### config.mk
export PLATFORM = sky130hd
export DESIGN_NAME = mfek_ram
export DESIGN_NICKNAME = d
export VERILOG_FILES = /design/src/mfek_ram.sv
export SDC_FILE = /design/constraint.sdc
export NUM_CORES = 2
export LEC_CHECK = 0
export BUFFER_PORTS_ARGS = -buffer_cell sky130_fd_sc_hd__buf_2
export CORE_MARGIN = 3
export CORE_UTILIZATION = 30
export CTS_BUF_LIST = sky130_fd_sc_hd__clkbuf_4 sky130_fd_sc_hd__clkbuf_8
export CTS_CLUSTER_DIAMETER = 120
export DETAILED_ROUTE_END_ITERATION = 8
export GPL_ROUTABILITY_DRIVEN = 0
export PLACE_DENSITY = 0.4
export SETUP_SLACK_MARGIN = 0.5
export SYNTH_ARGS = -nofsm -noshare
export SYNTH_HDL_FRONTEND = slang
export SYNTH_SLANG_ARGS = --single-unit
### constraint.sdc
create_clock -name clk -period 7.18 [get_ports clk]
set_input_delay 0.718 -clock clk [delete_from_list [all_inputs] [get_ports clk]]
set_output_delay 0.718 -clock clk [all_outputs]
set_load 0.01 [all_outputs]
### src/mfek_ram.sv
// Generic single-write, single-read RAM with a registered read port.
// Depends on nothing.
module mfek_ram #(
  parameter int WIDTH = 16,
  parameter int DEPTH = 256
) (
  input  logic                     clk,
  input  logic                     we,
  input  logic [$clog2(DEPTH)-1:0] waddr,
  input  logic [WIDTH-1:0]         wdata,
  input  logic [$clog2(DEPTH)-1:0] raddr,
  output logic [WIDTH-1:0]         rdata
);

  logic [WIDTH-1:0] mem [DEPTH];

  always_ff @(posedge clk) begin
    if (we) begin
      mem[waddr] <= wdata;
    end
    rdata <= mem[raddr];
  end

endmodule

==> results_dict.tcl <==
set metrics [dict create \
    drtIter0Drc 7926 \
    relSlewSlack_pct 6.89 \
    synth.area.top_cells "edfxtp_1 (77%), mux4_2 (11%), mux2i_1 (3.6%)" \
    fin_crit_ns 3.98 \
    core-area_um2 526000 \
    placementRows 266 \
    layout_common_cells "edfxtp_1 (4,096), mux4_2 (797), clkbuf_8 (735), mux2i_1 (565), buf_4 (373)" \
    cap_violations 0 \
    hpwlAfterDp_mm 298 \
    synth_area_um2 159000 \
    cts_post_setup_buffers_inserted 0 \
    synthCells 7360 \
    placed_cells 14300 \
    setup_violations 0 \
    worst_setup_path_end_kind "register" \
    ys_types 52 \
    grt_pass1_wl_mm 693 \
    antenna_left 0 \
    dominantRegCellSynth "edfxtp_1" \
    dp_slack_ns 1.94 \
    num_vias 79600 \
    cp_max_fo 67 \
    hold_viol 0 \
    nets 8128 \
    die_area_um2 538000 \
    avgSynthCellArea_um2 21.6 \
    syn_nets 7394 \
    cpPeakStageDelay_ns 0.77 \
    regToRegSetupSlack_ns 4.12 \
    yosys.area.top_type "edfxtp_1" \
    crit_family "buffers and inverters" \
    tns_ns 0 \
    status "completed" \
    io_pins 50 \
    powerDensity_nw_per_um2 273 \
    routedWlPerCell_um 32.4 \
    synth-edff-count 4096 \
    via_per_inst 5.10 \
    worstPathRequired_ns 8.29 \
    worstSetupPathDepth 10 \
    fin_crit_sh_pct 55.5 \
    worst_clock_skew_ns 0.166 \
    final_common_cell "edfxtp_1" \
    cp_num_buf_inv 4 \
    nFillCells 49100 \
    htreeDepth 6 \
    rr_worst_depth 5 \
    max-vdd-ir-drop_mv 0.191 \
    ys_seq_area_share_pct 77.7 \
    dr.pass1.iters 6 \
    whs_path_depth 4 \
    grt-ovfl-total 0 \
    critPathSlowestCell "a22oi_1" \
    rsz0062_at_grt "false" \
    die_x_um 733 \
    fmax_ghz 0.251 \
    start_util_pct 30.2 \
    clockRootBuffer "clkbuf_8" \
    yosysTopAreaCellShare_pct 77.5 \
    synthToLayoutAreaGrowth_pct 15.6 \
    holdWs_ns 0.300 \
    crit_type "input port to register" \
    critical_path_arrival_ns 5.09 \
    clock-sinks 4112 \
    antenna_found_initial 40 \
    clk_path_buf_depth 4 \
    synthArstFlopShare_pct 0 \
    synth-seq-cells 4112 \
    clk_pin_slew_ns 0.06 \
    setup_ws_ns 3.20 \
    cts_made_buffers 714 \
    worst_skew_pair.late_latency_ns 1.26 \
    start_kind "input port" \
    grt_max_degree 177 \
    cp_cell_sequence "buf_12 -> buf_4 -> buf_12 -> buf_4 -> mux2i_1 -> o221ai_1 -> o22ai_1 -> a22oi_1 -> nand3_1 -> nor4_1" \
    grt_util_all_layers_pct 18.4 \
    drive_gt1_share_pct 30.4 \
    tightestPinTransition_ns 1.38 \
    leakagePower_uw 0.0574 \
    port-buffer-count 49 \
    slew_violations 0 \
    die-height_um 733 \
    stdcell_count 15600 \
    grt_pass1_vias 82300 \
    yosys_warnings 0 \
    drc 0 \
    hold_class "input port to register" \
    finalWirelength_mm 506 \
    cts_tree "done" \
]
kinds of logic (layout without fill, tap and decap cells):
group	Yosys count	in the layout	synth area share [%]
other	0	19	0
muxes	1450	1450	15.5
buffers and inverters	456	1728	1.69
AOI/OAI and AO/OA	786	786	3.54
and+or+nand+nor	556	556	1.57
DFF	4112	4112	77.7
synth_stat cells (17+ instances only):
library cell,number
o22ai_1,148
nor4_1,17
mux4_2,797
nor3_1,92
nand2_1,38
buf_1,27
a21oi_1,175
buf_6,77
a221oi_1,28
clkbuf_1,230
a22oi_1,43
buf_2,76
nor2_1,304
a211oi_1,18
o32ai_1,20
o221ai_1,252
nand3_1,35
o21ai_0,37
edfxtp_1,4096
mux2i_1,565
mux2_2,88
a22o_1,32
nand4_1,26
buf_4,26
area by class of cell:
cell class	count	area (um2)	area share, %
sequential	4112	123000	67.2
multi-input combinational	2792	33600	18.3
clock buffer	957	11800	6.42
tap	6968	8720	4.75
timing repair buffer	470	4060	2.21
clock inverter	297	1890	1.03
antenna	19	47.5	0.0259
inverter	4	27.5	0.0150
registers in the layout, indices dropped and copies added (netlist names):
register / count
rdata: 16
mem: 4096
routing by layer:
metal	share of wire [%]	up-vias	wire, um	track usage (%)
li1	-	32900	-	-
met1	45	43600	230000	26.4
met2	47	2440	240000	29.6
met3	5.2	644	26200	2.79
met4	1.9	16	9750	3.78
met5	0.022	-	111	0
power breakdown:
group	total, uW	internal [uW]	switching [uW]
logic	2610	834	1780
clock network	20800	11100	9740
registers	26500	26500	61.2
stage by stage:
stage / utilization (%) / total power (uW) / instance area (um2)
6_report: 34.9 / 50000 / 183000
5_1_grt: 34.9 / 51900 / 183000
4_1_cts: 34.9 / 50700 / 183000
3_5_place_dp: 32.2 / 29700 / 170000
3_3_place_gp: 32.2 / 29700 / 170000
2_1_floorplan: - / 28300 / 159000
worst reg2reg max path, cell delays in order (launching register included):
cell and delay [ns]:
edfxtp_1 0.37, mux4_2 0.49, mux4_2 0.57, a22o_1 0.40, o32ai_2 0.84, nor4_2 0.13
path summary, 6_finish.rpt:
path                          startpoint                    end
setup / recovery                raddr[0]       rdata[2]$_DFF_P_
hold reg to reg   mem[194][13]$_DFFE_PP_      rdata[13]$_DFF_P_
setup reg to reg    mem[55][4]$_DFFE_PP_       rdata[4]$_DFF_P_
hold / removal                  waddr[2]  mem[188][7]$_DFFE_PP_
timing repair:
item	CTS	global route
hold buffers	16	0
endpoints found under the hold margin	733	0
gates resized for setup	0	0
Power figures use the tool's default switching activity.
