<file path="src/mfek_pkg.sv">
// Package for the Edmonds-Karp max-flow block: sizes, command codes, state codes
// and the request type of the shared adder. Depends on nothing.
package mfek_pkg;

  localparam int MAX_NODES  = 16;
  localparam int NODE_BITS  = 4;
  localparam int ADDR_BITS  = 2 * NODE_BITS;
  localparam int CAP_BITS   = 16;
  localparam int FLOW_BITS  = CAP_BITS + 1;
  localparam int RES_BITS   = CAP_BITS + 2;
  localparam int TOTAL_BITS = 20;
  localparam int ALU_BITS   = TOTAL_BITS + 1;
  localparam int NC_BITS    = 5;
  localparam int QPTR_BITS  = NODE_BITS + 1;

  localparam logic [NC_BITS-1:0]    NC_RESET  = NC_BITS'(MAX_NODES);
  localparam logic [TOTAL_BITS-1:0] TOTAL_MAX = '1;
  localparam logic signed [ALU_BITS-1:0] FLOW_MIN = -(ALU_BITS'(1) <<< CAP_BITS);

  typedef enum logic [1:0] {
    CMD_LOAD = 2'd0,
    CMD_RUN  = 2'd1,
    CMD_READ = 2'd2
  } cmd_t;

  typedef enum logic [12:0] {
    ST_CLEAR    = 13'b0000000000001,
    ST_IDLE     = 13'b0000000000010,
    ST_READ     = 13'b0000000000100,
    ST_BFS_INIT = 13'b0000000001000,
    ST_POP      = 13'b0000000010000,
    ST_SCAN_A   = 13'b0000000100000,
    ST_SCAN_E   = 13'b0000001000000,
    ST_BN_A     = 13'b0000010000000,
    ST_BN_E     = 13'b0000100000000,
    ST_UP_A     = 13'b0001000000000,
    ST_UP_F     = 13'b0010000000000,
    ST_UP_R     = 13'b0100000000000,
    ST_DONE     = 13'b1000000000000
  } state_t;

  typedef struct packed {
    logic                       sub;
    logic signed [ALU_BITS-1:0] a;
    logic signed [ALU_BITS-1:0] b;
  } alu_req_t;

endpackage

</file>
<file path="src/mfek_alu.sv">
// Shared add/subtract unit of the max-flow sequencer.
// Depends on mfek_pkg.
module mfek_alu (
  input  mfek_pkg::alu_req_t                    req,
  output logic signed [mfek_pkg::ALU_BITS-1:0] sum
);

  assign sum = req.sub ? (req.a - req.b) : (req.a + req.b);

endmodule

</file>
<file path="config.mk">
export PLATFORM = sky130hd
export DESIGN_NAME = mfek_alu
export DESIGN_NICKNAME = d
export VERILOG_FILES = /design/src/mfek_pkg.sv /design/src/mfek_alu.sv
export SDC_FILE = /design/constraint.sdc
export NUM_CORES = 1
export LEC_CHECK = 0
export BUFFER_PORTS_ARGS = -buffer_cell sky130_fd_sc_hd__buf_2
export CORE_ASPECT_RATIO = 0.5
export CORE_MARGIN = 5
export CORE_UTILIZATION = 52
export DETAILED_ROUTE_END_ITERATION = 6
export PLACE_DENSITY = 0.89
export SLEW_MARGIN = 30
export SYNTH_ARGS = -nofsm -noshare
export SYNTH_HDL_FRONTEND = slang
export SYNTH_SLANG_ARGS = --single-unit
</file>
<file path="constraint.sdc">
create_clock -name vclk -period 2.7
set_input_delay 0 -clock vclk [all_inputs]
set_output_delay 0 -clock vclk [all_outputs]
set_load 0.01 [all_outputs]
</file>
==> summary.txt <==
Status
  – Outcome: finished with violations
  – Failing checks: setup timing

Final layout
  – Sequential cells: 0
  – Diode count: 0
  – P&R area growth vs syn: 43.67%
  – # clk buffers: 0
  – Final net count: 370
  – Multi-input gate area: roughly 1600 sq um
  – Most common cell after layout, fill and taps aside: buf_2
  – Layout cell share with drive strength beyond 1: a little over two fifths
  – Storage element area: 0 sq um
  – Fillers: ~220
  – Cell area after layout: roughly 2300 sq um
  – Most frequent cells in the layout: buf_2, nor2_1, buf_4, xnor2_1, ha_1

Logic synthesis
  – Register area share after synthesis: 0%
  – Yosys warns: 0
  – Netlist cell types: between 40 and 50
  – Cell area after synthesis: around 1600 sq um
  – Mean post-synth cell area: roughly 7.2 sq um
  – Syn Nets: ~290
  – Cells after synthesis: between 200 and 250

Placement
  – Port Buffers: 64
  – Detailed placement HPWL: ~4 mm
  – Cell Area, Placed: approximately 2000 sq um
  – Final Wtd Congestion: 0.8881

Critical path
  – Critical Path End Type: output port
  – CP max FO: 4
  – CP max stage delay: 0.43 ns
  – Crit Path Class: input pin to output port
  – CP required: approximately 2.7 ns
  – Critical path's top delay family: simple AND/OR/NAND/NOR gates
  – CP most frequent cell: a21oi_2
  – Cell Chain, Critical Path: buf_8, nor4_4, nor3b_4, and3_4, a21oi_2, xnor2_1, ha_1, nand2_2, o21ai_2, a2111oi_4, a21oi_2, or4_1, nand4_1, buf_2
  – Crit-path slowest cell: or4_1
  – Worst EP arrival: 2.91 ns
  – Startpoint types: input pin
  – Bufs and invs on worst path: 2

Power
  – Peak supply drop: approximately 0.19 mV
  – P_int: roughly 0.37 mW
  – Switching Power: approximately 0.46 mW
  – Sw Share: between 50% and 60%
  – Seq pwr share: 0%
  – Combinational power share: 100.0%
  – Leak: about 1.1 nW
  – Clock network fraction of total power: 0%
  – PD cells: around 370 nW/um^2

Route
  – DRC Markers: 0
  – Routed len/inst: between 15 and 20 um
  – Vias: 2183
  – ANT nets after route: 0
  – DRT iter0 DRCs: 142
  – DR pass1 iterations: 6
  – Total Wirelength: 6.068 mm
  – Routed vias/inst: 6.364

GRT
  – Gr ovfl total: 0
  – First-pass GRT wire length: 8.211 mm
  – Initial antenna violation count: 0
  – Largest net degree at the start of global routing: 21
  – Vias in the first global route: 1988
  – Total GRT Usage: between 20 and 25%

Floorplanning
  – DIE AREA: approximately 4300 sq um
  – Initial Util: between 50% and 60%
  – CORE AREA: about 3000 sq um
  – Chip height: approximately 49 um
  – Die X: approximately 90 um
  – # IOs: 64
  – Row count: 14

Timing
  – Max_slew headroom: approximately two thirds
  – Endpoints failing setup: 5
  – Worst Tran Pin Value: 0.5044 ns
  – FMAX: between 300 and 400 MHz
  – Hold Slack: roughly 0.38 ns
  – Minimum clock period: 2.909 ns
  – Fin. Hold Viols: 0
  – Tcrit/Tclk final: 107.7%
  – RSZ-0062 raised after global routing: true
  – Final Max Tran Viols: 0
  – Setup ws final: -0.2090 ns

Hold path
  – Hold crit path type: input pin to output port
  – Worst hold stages: 3
  – Min-delay src: req[22]
  – Hold EP: sum[1]

Clock network
  – Hold_buf cts: 0

Flow run
  – Max-cap violations: 0
==> per-layer routing <==
metal	vias to the layer above	part of all wire (%)	routed length [um]	GRT usage (%)
met5	-	0	0	0
met4	0	4.9	297	4.337
met3	38	7.9	479	2.361
met2	157	50	3005	42.75
met1	1006	38	2286	26.56
li1	982	-	-	-
==> tightest hold or removal path, cell delays in order <==
cell   delay, ns
buf_2       0.11
fa_1        0.15
buf_2       0.12
==> repair_timing <==
action                                  CTS  global route
setup buffers                             2             6
pin swaps                                 2            19
gates resized for setup                   5            38
endpoints found under the setup margin    3             9
==> stage by stage <==
step	cells	setup TNS (ns)	worst slack, ns	total power, mW	util (%)
after floorplan	221	0	0.1732	0.4865	-
after global placement	335	0	0.004473	0.7028	68.60
after detailed placement	335	-0.1294	-0.08843	0.7240	68.60
after CTS	337	0	0.006741	0.7397	69.95
after global routing	343	-1.161	-0.2650	0.9063	76.75
final	343	-0.6445	-0.2090	0.8329	76.75
==> cells in the mapped netlist (2+ instances only) <==
cell       n  area share, %
nand2b_1   2           0.79
xnor2_1   24             13
mux2i_1    2            1.3
nand4_1    3            1.2
a21o_1     5            2.4
o21bai_1   2           0.95
o311ai_1   2            1.1
nor4_2     2            1.6
a211oi_1   3            1.4
clkbuf_1   4           0.95
and2_1     2           0.79
nor2_1    28            6.6
inv_1     12            2.8
nor4_1     4            1.6
xor2_1    11            6.1
a211o_1    2            1.1
o21ai_0    7            2.2
a21oi_2    2            1.1
nor3_1     8            2.5
a31oi_1    3            1.2
o211ai_1   3            1.4
a21oi_1   21            6.6
o21a_1     2           0.95
ha_1      21             17
o2111a_1   2            1.4
nor2b_1    4            1.6
o21ai_1    6            1.9
buf_6      3            2.1
nand2_1   12            2.8
==> power groups by stage <==
stage	registers, mW	logic [mW]	clock network [mW]
after floorplan	0	0.486	0
after global placement	0	0.703	0
after detailed placement	0	0.724	0
after CTS	0	0.740	0
after global routing	0	0.906	0
final	0	0.833	0
==> layout make-up <==
| type | instances | area share, % |
|---|---|---|
| timing repair buffer | 89 | 23.24 |
| inverter | 12 | 1.982 |
| tap | 40 | 2.203 |
| multi-input combinational | 202 | 72.58 |
==> cells by family after synthesis <==
logic type               synth area share [%]
AND/OR/NAND/NOR                         22.39
adder cells (fa/ha/maj)                 17.88
multiplexers                            1.266
XOR/XNOR                                19.38
buffers and inverters                   5.933
AO/OA/AOI/OAI                           33.15
==> worst max-delay path by stage <==
stage | start | to | slack [ns] | depth (start not counted)
CTS | req[8] | sum[17] | 0.007 | 14
global route | req[7] | sum[18] | -0.27 | 15
detailed placement | req[8] | sum[17] | -0.09 | 14
global placement | req[8] | sum[17] | 0.004 | 14
finish | req[7] | sum[17] | -0.21 | 14
floorplan | req[8] | sum[17] | 0.17 | 13
(Power assumes the default switching activity.)
